`src/rtl/core/iirl_pkg.sv`:
```
// Shared types and codes for the indexed insert/remove list.
`timescale 1ns / 1ps

package iirl_pkg;

	localparam int DEPTH_DEF = 64;
	localparam int WIDTH_DEF = 32;

	localparam int ACTION_W = 3;
	localparam int INDEX_W  = 8;
	localparam int VALUE_W  = 32;
	localparam int STATUS_W = 2;
	localparam int FILL_W   = 7;

	localparam logic [ACTION_W-1:0] ACT_INSERT = 3'd0;
	localparam logic [ACTION_W-1:0] ACT_READ   = 3'd1;
	localparam logic [ACTION_W-1:0] ACT_WRITE  = 3'd2;
	localparam logic [ACTION_W-1:0] ACT_REMOVE = 3'd3;
	localparam logic [ACTION_W-1:0] ACT_POP    = 3'd4;
	localparam logic [ACTION_W-1:0] ACT_CLEAR  = 3'd5;

	localparam logic [STATUS_W-1:0] ST_OK    = 2'd0;
	localparam logic [STATUS_W-1:0] ST_EMPTY = 2'd1;
	localparam logic [STATUS_W-1:0] ST_RANGE = 2'd2;
	localparam logic [STATUS_W-1:0] ST_FULL  = 2'd3;

	// Command broadcast from the decoder to every cell in the row.
	typedef struct packed {
		logic shift_up;
		logic shift_down;
		logic write;
	} cell_cmd_t;

endpackage

```
`src/rtl/core/iirl_cell.sv`:
```
// One storage cell of the list row, moving its word to or from its neighbours.
`timescale 1ns / 1ps

module iirl_cell #(
	parameter int WIDTH = iirl_pkg::WIDTH_DEF
) (
	input  logic               clk,
	input  iirl_pkg::cell_cmd_t cmd,
	input  logic               hit,
	input  logic               above,
	input  logic [WIDTH-1:0]   left_word,
	input  logic [WIDTH-1:0]   right_word,
	input  logic [WIDTH-1:0]   new_word,
	output logic [WIDTH-1:0]   word,
	output logic [WIDTH-1:0]   read_part
);

	logic [WIDTH-1:0] word_q;

	always_ff @(posedge clk) begin
		if (cmd.shift_up) begin
			if (above) begin
				word_q <= left_word;
			end else if (hit) begin
				word_q <= new_word;
			end
		end else if (cmd.shift_down) begin
			if (above || hit) begin
				word_q <= right_word;
			end
		end else if (cmd.write && hit) begin
			word_q <= new_word;
		end
	end

	assign word      = word_q;
	assign read_part = hit ? word_q : '0;

endmodule

```
`config.mk`:
```
export PLATFORM = sky130hd
export DESIGN_NAME = iirl_cell
export DESIGN_NICKNAME = d
export VERILOG_FILES = /design/src/rtl/core/iirl_pkg.sv /design/src/rtl/core/iirl_cell.sv
export SDC_FILE = /design/constraint.sdc
export NUM_CORES = 1
export LEC_CHECK = 0
export BUFFER_PORTS_ARGS = -buffer_cell sky130_fd_sc_hd__buf_4
export CAP_MARGIN = 20
export CELL_PAD_IN_SITES_DETAIL_PLACEMENT = 2
export CELL_PAD_IN_SITES_GLOBAL_PLACEMENT = 2
export CORE_UTILIZATION = 24
export CTS_BUF_LIST = sky130_fd_sc_hd__clkbuf_8
export CTS_CLUSTER_DIAMETER = 50
export DETAILED_ROUTE_END_ITERATION = 7
export HOLD_SLACK_MARGIN = 0.08
export PLACE_DENSITY_LB_ADDON = 0.1
export SYNTH_ARGS = -nofsm -noshare
export SYNTH_HDL_FRONTEND = slang
export SYNTH_SLANG_ARGS = --single-unit
```
`constraint.sdc`:
```
create_clock -name clk -period 2.5 [get_ports clk]
set_input_delay 0.625 -clock clk [delete_from_list [all_inputs] [get_ports clk]]
set_output_delay 0.625 -clock clk [all_outputs]
set_load 0.005 [all_outputs]
```
Yosys cells after proc, flatten, opt, wreduce, memory -nomap -nowiden:

Index checks and enable logic that the tools add are counted.

* equal/unequal tests: 2
* multiplexer cells: 7
* reduce and logical (&&, ||, !) cells: 4

Operator list (count)
* $mux 32: 7
* $ne 3x1->1 const B: 2
* $reduce_and 3->1: 1
* $reduce_bool 3->1: 1
* $logic_and 1x1->1: 1
* $logic_or 1x1->1: 1

* bits in registers: 32
* input bits: 102

Longest topological paths before layout:

* depth in word-level cells: 4
* depth in mapped cells: 4

Worst setup path after synthesis:

No wires, ideal clock.

* path type: input to register
* from: input port cmd[1] (netlist name)
* to: register word_q[0] (netlist: word[0]), enable pin
* library setup time: 0.479 ns
* arrival time: 1.589 ns
* data required time: 2.021 ns
* setup slack: 0.432 ns
* cell stages on the path: 4
* path buffers: 2
* path through: buf_6 -> buf_8 -> o22ai_1 -> nand2_1

* longest elaborated chain between the ends: 2
* elaborated cells on any way between the ends: 3
* those cells by class: 1 x eq/ne; 2 x reduce/logical

Ends and longest elaborated chain
* start: declaration: line iirl_cell.sv:8 `input iirl_pkg::cell_cmd_t cmd,`
* $ne 3x1->1 (no line) or $reduce_bool 3->1 (tied branches)
* $reduce_and 3->1 (no line) *
* end signal: assignment: line iirl_cell.sv:23 `word_q <= left_word;`
* end signal: assignment: line iirl_cell.sv:25 `word_q <= new_word;`
* end signal: assignment: line iirl_cell.sv:29 `word_q <= right_word;`
* end: declaration: line iirl_cell.sv:18 `logic [WIDTH-1:0] word_q;`

Mark *: on every way between the ends. The rest lies on a longest branch, timed or not.
A chain may end at the register's enable or synchronous reset.

Worst setup path after layout:

* from: input port hit
* to: output port read_part[2]

* longest elaborated chain between the ends: 1

Ends and longest elaborated chain
* start: declaration: line iirl_cell.sv:9 `input logic hit,`
* $mux 32: line iirl_cell.sv:37 `assign read_part = hit ? word_q : '0;`
* end: declaration: line iirl_cell.sv:15 `output logic [WIDTH-1:0] read_part`

Every way passes these cells.

==> impl_metrics.yaml <==
cts:
  cts_hold_buf: 0
  cts_setup_buffers: 0
  clk_path_buf_depth: 2
  clkSinkCount: 32
  htreeDepth: 2
  cts.clk_slew.worst_paths_ns: 0.07
  cts_inserted_buffers: 5
  ctsResizeCount: 0
  clockRootBuffer: "clkbuf_8"
  cts_tree: "yes"
logic_synthesis:
  synth_simple_gate_area_share_pct: 9.02
  synth_adder_area_share_pct: 0
  postSynthNetCount: 280
  synth.largest_area_cell: "mux2i_1"
  ys_ff_latch: 32
  yosysUniqueCellTypes: 11
  netlist_top_cells_area: "mux2i_1, edfxtp_1, and2_1, buf_12, buf_8"
  ys_warn_count: 0
  synth_area_per_cell_um2: 12.9
  syn_area_um2: 2300
  synth_cells: 178
  synthMuxAreaShare_pct: 41.7
  ys_seq_area_share_pct: 41.7
  synth_compound_area_share_pct: 0.272
  synthXorXnorAreaFrac_pct: 0
  synth_top_area_share_pct: 41.7
  synth_top_family_by_area: "multiplexers"
floorplan:
  fp.dieH_um: 99.9
  coreArea_um2: 9280
  dieArea_um2: 9990
  start_util_pct: 24.8
  die_w_um: 99.9
  io-pin-count: 166
  rows: 35
final_layout:
  drive_gt1_share_pct: 51.8
  area_growth_pct: 60.7
  diodes: 0
  largest_reg_flops: 32
  nets: 443
drt:
  wl_per_cell_um: 16.5
  ant_nets: 0
  viasPerCell: 4.41
  firstDrtPassIters: 4
  drtIter0Drc: 33
  num_vias: 2078
  drt_wl_total_mm: 7.79
  drc: 0
run_status:
  outcome: "finished clean"
hold_path:
  worstHoldPathType: "input port to register"
  min_from: "right_word[22]"
  worstHoldPathCells: 3
global_routing:
  track_usage_pct: 15.4
  grt_pass1_wl_mm: 11.7
  first_global_vias: 2315
  overflow: 0
  grt_max_degree: 35
  antenna_found_initial: 0
worst_setup_path:
  cp-end-kind: "primary output"
  worstSetupPathType: "input port to primary output"
  cp.arrival_ns: 1.21
  cp-start-kind: "input port"
  worst-path-max-fanout: 34
  cp-startpoint: "hit"
  cp-endpoint: "read_part[2]"
  worstPathRequired_ns: 1.88
sta:
  whs_ns: 0.700
  slew_headroom_pct: 77.6
  setup_violations: 0
  rsz0062_at_grt: "false"
  final_max_slew_viol_count: 0
  tightest_slew_ns: 0.337
  setup-tns-final_ns: 0
  period_share_pct: 73.4
  hold_violations: 0
  max_freq_ghz: 0.545
  fin_crit_ns: 1.83
pwr:
  cellPowerDensity_nw_per_um2: 486
  ir_drop_mv: 0.274
  p_leak_nw: 1.87
placement:
  gp_congestion: 0.710
  portBuffers: 165
  dp_hpwl_mm: 6.02
job:
  drv_cap: 0
-- worst min path at each step --
stage | to | slack [ns]
floorplan | word[0] | 0.89
global placement | word[24] | 0.98
detailed placement | word[1] | 1.0
CTS | word[22] | 0.69
global route | word[22] | 0.69
finish | word[22] | 0.70
-- synth_stat cells, drive strengths merged --
library cell / instances
o22ai: 1
edfxtp: 32
buf: 12
and2: 32
nand2: 2
clkbuf: 3
mux2i: 96
-- layout by cell type, fill, tap and decap left out --
master       n
and2_1      32
buf_12       1
buf_4      170
bufinv_16    1
clkbuf_8     5
clkinv_1     2
edfxtp_1    32
mux2i_1     96
nand2_1      2
o22ai_1      1
-- area by class of cell --
type | instances | area [um^2]
fill | 1009 | 5580
timing repair buffer | 171 | 1300
multi-input combinational | 131 | 1170
sequential | 32 | 961
tap | 129 | 161
clock buffer | 5 | 68.8
clock inverter | 3 | 37.5
-- layer usage --
| metal | share of wire [%] | vias up | track usage (%) |
|---|---|---|---|
| met4 | 0.69 | 0 | 3.51 |
| met1 | 41 | 998 | 17.3 |
| met5 | 0 | - | 0 |
| met2 | 52 | 95 | 29.4 |
| met3 | 6.3 | 4 | 3.55 |
| li1 | - | 981 | - |
-- power by group --
part / leakage (nW) / internal (mW) / switching, mW
Combinational: 1.49 / 0.359 / 0.209
Clock: 0.0532 / 0.291 / 0.207
Sequential: 0.322 / 0.691 / 0.0435
Total: 1.87 / 1.34 / 0.459
-- cell families (layout without fill, tap and decap cells) --
| family | count (synthesis) | count (layout) |
|---|---|---|
| and+or+nand+nor | 34 | 34 |
| buffers and inverters | 15 | 179 |
| DFF | 32 | 32 |
| muxes | 96 | 96 |
| AOI/OAI and AO/OA | 1 | 1 |
-- per-stage QoR --
| step | util, % | cell area (um^2) | instances | setup WS (ns) | total power [mW] |
|---|---|---|---|---|---|
| 4_1_cts | 39.9 | 3700 | 471 | 0.630 | 1.84 |
| 5_1_grt | 39.9 | 3700 | 471 | 0.575 | 1.90 |
| 6_report | 39.9 | 3700 | 471 | 0.666 | 1.80 |
| 2_1_floorplan | - | 2300 | 178 | 0.432 | 0.962 |
| 3_3_place_gp | 38.7 | 3590 | 463 | 0.672 | 1.31 |
| 3_5_place_dp | 38.7 | 3590 | 463 | 0.629 | 1.33 |
-- worst max-delay path: stages --
cell and delay [ns]:
buf_4 0.27, and2_1 0.19, buf_4 0.12
Power figures use the tool's default switching activity.
