[config.mk]
export PLATFORM = sky130hd
export DESIGN_NAME = iirl_ctrl
export DESIGN_NICKNAME = d
export VERILOG_FILES = /design/src/rtl/core/iirl_pkg.sv /design/src/rtl/core/iirl_ctrl.sv
export SDC_FILE = /design/constraint.sdc
export NUM_CORES = 1
export LEC_CHECK = 0
export ABC_AREA = 1
export CAP_MARGIN = 20
export CORE_MARGIN = 8
export CORE_UTILIZATION = 55
export DETAILED_ROUTE_END_ITERATION = 12
export DONT_BUFFER_PORTS = 1
export GPL_TIMING_DRIVEN = 0
export PLACE_DENSITY = 0.7
export SKIP_LAST_GASP = 1
export SYNTH_ARGS = -nofsm -noshare
export SYNTH_HDL_FRONTEND = slang
export SYNTH_SLANG_ARGS = --single-unit
export TNS_END_PERCENT = 20
[constraint.sdc]
create_clock -name vclk -period 4.97
set_clock_uncertainty 0.1 [all_clocks]
set_input_delay 0.994 -clock vclk [all_inputs]
set_output_delay 0.994 -clock vclk [all_outputs]
set_load 0.05 [all_outputs]
[src/rtl/core/iirl_pkg.sv]
// Shared types and codes for the indexed insert/remove list.
`timescale 1ns / 1ps

package iirl_pkg;

	localparam int DEPTH_DEF = 64;
	localparam int WIDTH_DEF = 32;

	localparam int ACTION_W = 3;
	localparam int INDEX_W  = 8;
	localparam int VALUE_W  = 32;
	localparam int STATUS_W = 2;
	localparam int FILL_W   = 7;

	localparam logic [ACTION_W-1:0] ACT_INSERT = 3'd0;
	localparam logic [ACTION_W-1:0] ACT_READ   = 3'd1;
	localparam logic [ACTION_W-1:0] ACT_WRITE  = 3'd2;
	localparam logic [ACTION_W-1:0] ACT_REMOVE = 3'd3;
	localparam logic [ACTION_W-1:0] ACT_POP    = 3'd4;
	localparam logic [ACTION_W-1:0] ACT_CLEAR  = 3'd5;

	localparam logic [STATUS_W-1:0] ST_OK    = 2'd0;
	localparam logic [STATUS_W-1:0] ST_EMPTY = 2'd1;
	localparam logic [STATUS_W-1:0] ST_RANGE = 2'd2;
	localparam logic [STATUS_W-1:0] ST_FULL  = 2'd3;

	// Command broadcast from the decoder to every cell in the row.
	typedef struct packed {
		logic shift_up;
		logic shift_down;
		logic write;
	} cell_cmd_t;

endpackage

[src/rtl/core/iirl_ctrl.sv]
// Request decoder: index adjustment, status and the command for the cell row.
`timescale 1ns / 1ps

module iirl_ctrl #(
	parameter int DEPTH = iirl_pkg::DEPTH_DEF,
	localparam int CNT_W = $clog2(DEPTH + 1),
	localparam int IDX_W = $clog2(DEPTH)
) (
	input  logic                            en,
	input  logic [iirl_pkg::ACTION_W-1:0]   action,
	input  logic signed [iirl_pkg::INDEX_W-1:0] index,
	input  logic [CNT_W-1:0]                held,
	output iirl_pkg::cell_cmd_t             cmd,
	output logic [IDX_W-1:0]                pos,
	output logic                            read_en,
	output logic [iirl_pkg::STATUS_W-1:0]   status,
	output logic [CNT_W-1:0]                held_next
);

	localparam int AW = ((CNT_W > iirl_pkg::INDEX_W) ? CNT_W : iirl_pkg::INDEX_W) + 1;

	logic signed [AW-1:0] idx_ext;
	logic [AW-1:0] held_ext;
	logic [AW-1:0] adj;
	logic neg;
	logic acc_ok;
	logic ins_ok;
	logic full;
	logic [iirl_pkg::STATUS_W-1:0] acc_status;

	always_comb begin
		idx_ext  = AW'(index);
		held_ext = AW'(held);
		adj      = idx_ext[AW-1] ? (idx_ext + held_ext) : idx_ext;
		neg      = adj[AW-1];
		acc_ok   = !neg && (adj < held_ext);
		ins_ok   = !neg && (adj <= held_ext);
		full     = (held == CNT_W'(DEPTH));
		pos      = adj[IDX_W-1:0];

		if (neg) begin
			acc_status = iirl_pkg::ST_RANGE;
		end else if (!acc_ok) begin
			acc_status = (held == '0) ? iirl_pkg::ST_EMPTY : iirl_pkg::ST_RANGE;
		end else begin
			acc_status = iirl_pkg::ST_OK;
		end

		cmd       = '0;
		read_en   = 1'b0;
		status    = iirl_pkg::ST_OK;
		held_next = held;

		case (action)
			iirl_pkg::ACT_INSERT: begin
				if (!ins_ok) begin
					status = iirl_pkg::ST_RANGE;
				end else if (full) begin
					status = iirl_pkg::ST_FULL;
				end else begin
					cmd.shift_up = en;
					held_next    = held + CNT_W'(1);
				end
			end
			iirl_pkg::ACT_READ: begin
				status  = acc_status;
				read_en = acc_ok;
			end
			iirl_pkg::ACT_WRITE: begin
				status    = acc_status;
				cmd.write = en && acc_ok;
			end
			iirl_pkg::ACT_REMOVE, iirl_pkg::ACT_POP: begin
				status         = acc_status;
				read_en        = acc_ok && (action == iirl_pkg::ACT_POP);
				cmd.shift_down = en && acc_ok;
				if (acc_ok) begin
					held_next = held - CNT_W'(1);
				end
			end
			iirl_pkg::ACT_CLEAR: begin
				held_next = '0;
			end
			default: begin
			end
		endcase
	end

endmodule

-- Word-level counts from Yosys, hierarchy flattened
Cells that the tools add are included.
- flip-flop bits (word level): 0
- word-level logic and storage cells: 37
- add/sub/neg operators: 3
- magnitude comparators: 2
- equality and inequality tests: 6
- mux-type cells: 17
- reduce and logical (&&, ||, !) cells: 9
- operator list (operator ; number):
    7-bit 2-to-1 mux ; 3
    7-bit one-hot mux with 3 select lines ; 1
    2-bit 2-to-1 mux ; 5
    8-bit by 8-bit adder with 9-bit output ; 1
    9-bit by 7-bit less-or-equal comparator with 1-bit output ; 1
    9-bit by 7-bit less-than comparator with 1-bit output ; 1
    9-bit 2-to-1 mux ; 1
    7-bit by 1-bit adder with 7-bit output, second input constant ; 1
    7-bit == test, second input constant ; 1
    7-bit logical NOT ; 1
    7-bit by 1-bit subtractor with 7-bit output, second input constant ; 1
    3-bit by 2-bit == test with 1-bit output, second input constant ; 2
    3-bit == test, second input constant ; 2
    1-bit 2-to-1 mux ; 5
    1-bit logical AND ; 4
    2-bit one-hot mux with 2 select lines ; 1
    4-bit OR reduction ; 1
    3-bit by 1-bit == test with 1-bit output, second input constant ; 1
    3-bit logical NOT ; 1
    1-bit one-hot mux with 2 select lines ; 1
    2-bit OR reduction ; 1
    1-bit logical NOT ; 1

-- Longest topological paths before layout
- depth after elaboration: 7
- gate-level depth with buffers: 17
- mapped depth without buffers: 17

-- Worst setup path after synthesis
Ideal clock, no wire load.
- kind: input -> output
- start point: input port index[0] (netlist name)
- end point: output port status[0] (netlist name)
- data arrival time: 4.970 ns
- required time: 3.876 ns
- setup slack: -1.094 ns
- stages on the path: 15
- path through: ha_1 > fa_1 > nand3_1 > nand3_2 > xnor2_1 > o21ai_0 > ha_1 > nand2_1 > nor2_1 > nand2_1 > nand3_1 > nand2_2 > nand3_1 > nand2_1 > o21ai_0
- longest elaborated chain between the ends: 7
- elaborated cells on any way between the ends: 11
- RTL lines (item ; line ; source):
    from (decl) ; iirl_ctrl.sv:11 ; input logic signed [iirl_pkg::INDEX_W-1:0] index,
    8-bit by 8-bit adder with 9-bit output (*) ; iirl_ctrl.sv:34 ; adj = idx_ext[AW-1] ? (idx_ext + held_ext) : idx_ext;
    9-bit 2-to-1 mux (*) ; iirl_ctrl.sv:34 ;
    via pos[4] ; iirl_ctrl.sv:14 ; output logic [IDX_W-1:0] pos,
    9-bit by 7-bit less-than comparator with 1-bit output ; iirl_ctrl.sv:36 ; acc_ok = !neg && (adj < held_ext);
    1-bit logical AND ; iirl_ctrl.sv:36 ;
    2-bit 2-to-1 mux ; iirl_ctrl.sv:43 ; end else if (!acc_ok) begin
    2-bit 2-to-1 mux ; iirl_ctrl.sv:41 ; if (neg) begin
    2-bit one-hot mux with 2 select lines (*) ; iirl_ctrl.sv:54 ; case (action)
    to (decl) ; iirl_ctrl.sv:16 ; output logic [iirl_pkg::STATUS_W-1:0] status,
Mark *: on every way through the listed nets, which the timed path passes. The rest lies on a longest branch.

==> results.ini <==
[status]
status=finished, final reports clean

[cells_and_area]
layout_commonest_cell=nand2_1
drive_above_1_share_pct=24.7
nClkBuffers=0
diodes=0
design.seq.count=0
most-common-layout-cells=nand2_1 (54), nand3_1 (40), inv_1 (25)
final_nets=269
register_area_um2=0
syn2layout_area_growth_pct=28.3

[die]
rows=17
start_util_pct=57.3
boundaryPins=38
die_area_mm2=0.00407
die_height_um=63.8
die_x_um=63.8
core_mm2=0.00219

[timing]
min_period_over_period_pct=98.9
setup_viol=0
drv_slew=0
report.final.hold_viol_count=0
fmax_mhz=203
post-route-min-period_ns=4.92
max_slew_margin_pct=42.5
rsz0062_at_grt=yes
setup_tns_ns=0
tightest_slew_ns=0.855

[routing]
routed_via_density=6.11
drc_errors=0
final_antenna_net_count=0
drtIter0Drc=140
vias=1582
wl_per_cell_um=15.9
drt-total-wl_um=4110
dr.pass1.iters=4

[power]
p_leak_nw=0.779
p_total_w=0.000290
power_frac_comb_pct=100.0
irDropWorstVdd_uv=114
power.internal_w=0.0000948
swShare_pct=67.3
power_density_mw_per_mm2=180
p_seq_share_pct=0
clkPwrFrac_pct=0
p_switching_w=0.000195

[grt]
grt_pass1_wl_um=6530
grt_pass1_vias=1402
grt_usage_pct=18.1
grt_max_degree=11
gr-total-overflow=0
antenna_found_initial=0

[yosys]
netlist-cell-type-count=27
avgSynthCellArea_um2=5.68
ys_seq_area_share_pct=0
syn_area_mm2=0.00125
synth_top_area_share_pct=19.5
ys_warn_count=0
synthCells=221
synth_area_leaders=nand3_1 (20%), nand2_1 (17%), ha_1 (16%)
syn_nets=257
synth_top_area_cell=nand3_1

[setup_path]
crit_arrival_ns=3.82
start_kind=primary input
cp_max_fo=4
path_class=in -> out
required_ns=3.88
end_kind=output pin

[worst_hold_path]
holdPathStages=1
hp-class=in -> out

[job]
max_cap_violations=0

[placed_design]
io_buffers=0
finalWeightedCongestion=0.909
dpl.hpwl_um=3050

critical path, stage by stage:
cell and delay, ns:
ha_2 0.17, fa_2 0.38, nand3_2 0.09, nand3_4 0.11, xnor2_4 0.17, o21ai_4 0.40
ha_4 0.29, nand2_4 0.06, nor2_2 0.05, nand2_1 0.09, nand3_2 0.10, nand2_4 0.10
nand4_4 0.11, nand2_2 0.12, nand2_2 0.07, nor3b_4 0.50
layer usage:
layer	up-vias	routed length (µm)	GRT usage, %
met5	-	0	0
met4	0	23	2.51
met2	78	2100	32.7
met3	5	342	2.09
li1	772	-	-
met1	727	1640	22.8
cell families (layout without fill, tap and decap cells):
| family | after synthesis | count (layout) | share of synthesized area, % |
|---|---|---|---|
| compound gates | 18 | 18 | 7.98 |
| fa+ha+maj | 17 | 17 | 17.5 |
| xor+xnor | 13 | 13 | 9.07 |
| simple gates | 142 | 142 | 55.2 |
| buf+inv | 31 | 41 | 10.2 |
stage by stage:
stage / utilization [%] / instances / setup WS, ns / instance area, µm² / hold slack, ns
global route: 73.5 / 259 / -0.0860 / 1610 / 2.08
CTS: 65.0 / 253 / -0.190 / 1420 / 2.08
floorplan: - / 221 / 0.00695 / 1280 / 2.07
finish: 73.5 / 259 / 0.0548 / 1610 / 2.07
global placement: 60.2 / 249 / -0.330 / 1320 / 2.08
detailed placement: 60.7 / 251 / -0.375 / 1330 / 2.08
power groups by stage:
stage	Sequential (W)	Combinational (W)	Clock, W
CTS	0	0.000245	0
global placement	0	0.000222	0
global route	0	0.000311	0
finish	0	0.000290	0
detailed placement	0	0.000229	0
floorplan	0	0.000195	0
synth_stat cells:
| library cell | instances |
|---|---|
| a21boi_2 | 1 |
| a21oi_1 | 6 |
| a31oi_1 | 1 |
| and3_1 | 1 |
| buf_2 | 2 |
| buf_6 | 1 |
| clkbuf_1 | 1 |
| clkbuf_2 | 1 |
| fa_1 | 1 |
| ha_1 | 16 |
| inv_1 | 26 |
| nand2_1 | 58 |
| nand2_2 | 3 |
| nand2_4 | 1 |
| nand3_1 | 49 |
| nand3_2 | 3 |
| nand4_1 | 9 |
| nand4_4 | 1 |
| nor2_1 | 8 |
| nor2_2 | 2 |
| nor3_1 | 5 |
| nor3b_2 | 1 |
| o211ai_1 | 1 |
| o21ai_0 | 9 |
| or2_2 | 1 |
| xnor2_1 | 3 |
| xor2_1 | 10 |
cell type report:
class | instances | area [µm²]
repair buffers | 10 | 83.8
plain buffers | 5 | 30.0
well taps | 28 | 35.0
multi-input cells | 190 | 1360
inverters | 26 | 97.6
fillers | 172 | 581
what timing repair did:
item / 4_1_cts / 5_1_grt
resized for setup: 15 / 25
hold buffers: 0 / 0
setup buffers: 2 / 6
endpoints found under the setup margin: 13 / 13
endpoints found under the hold margin: 0 / 0
pin swaps: 4 / 15
worst paths after layout:
kind	startpoint	end	slack, ns
worst max-delay path	index[0]	cmd[2]	0.05
worst min-delay path	en	cmd[2]	2.07
Power figures use the tool's default switching activity.
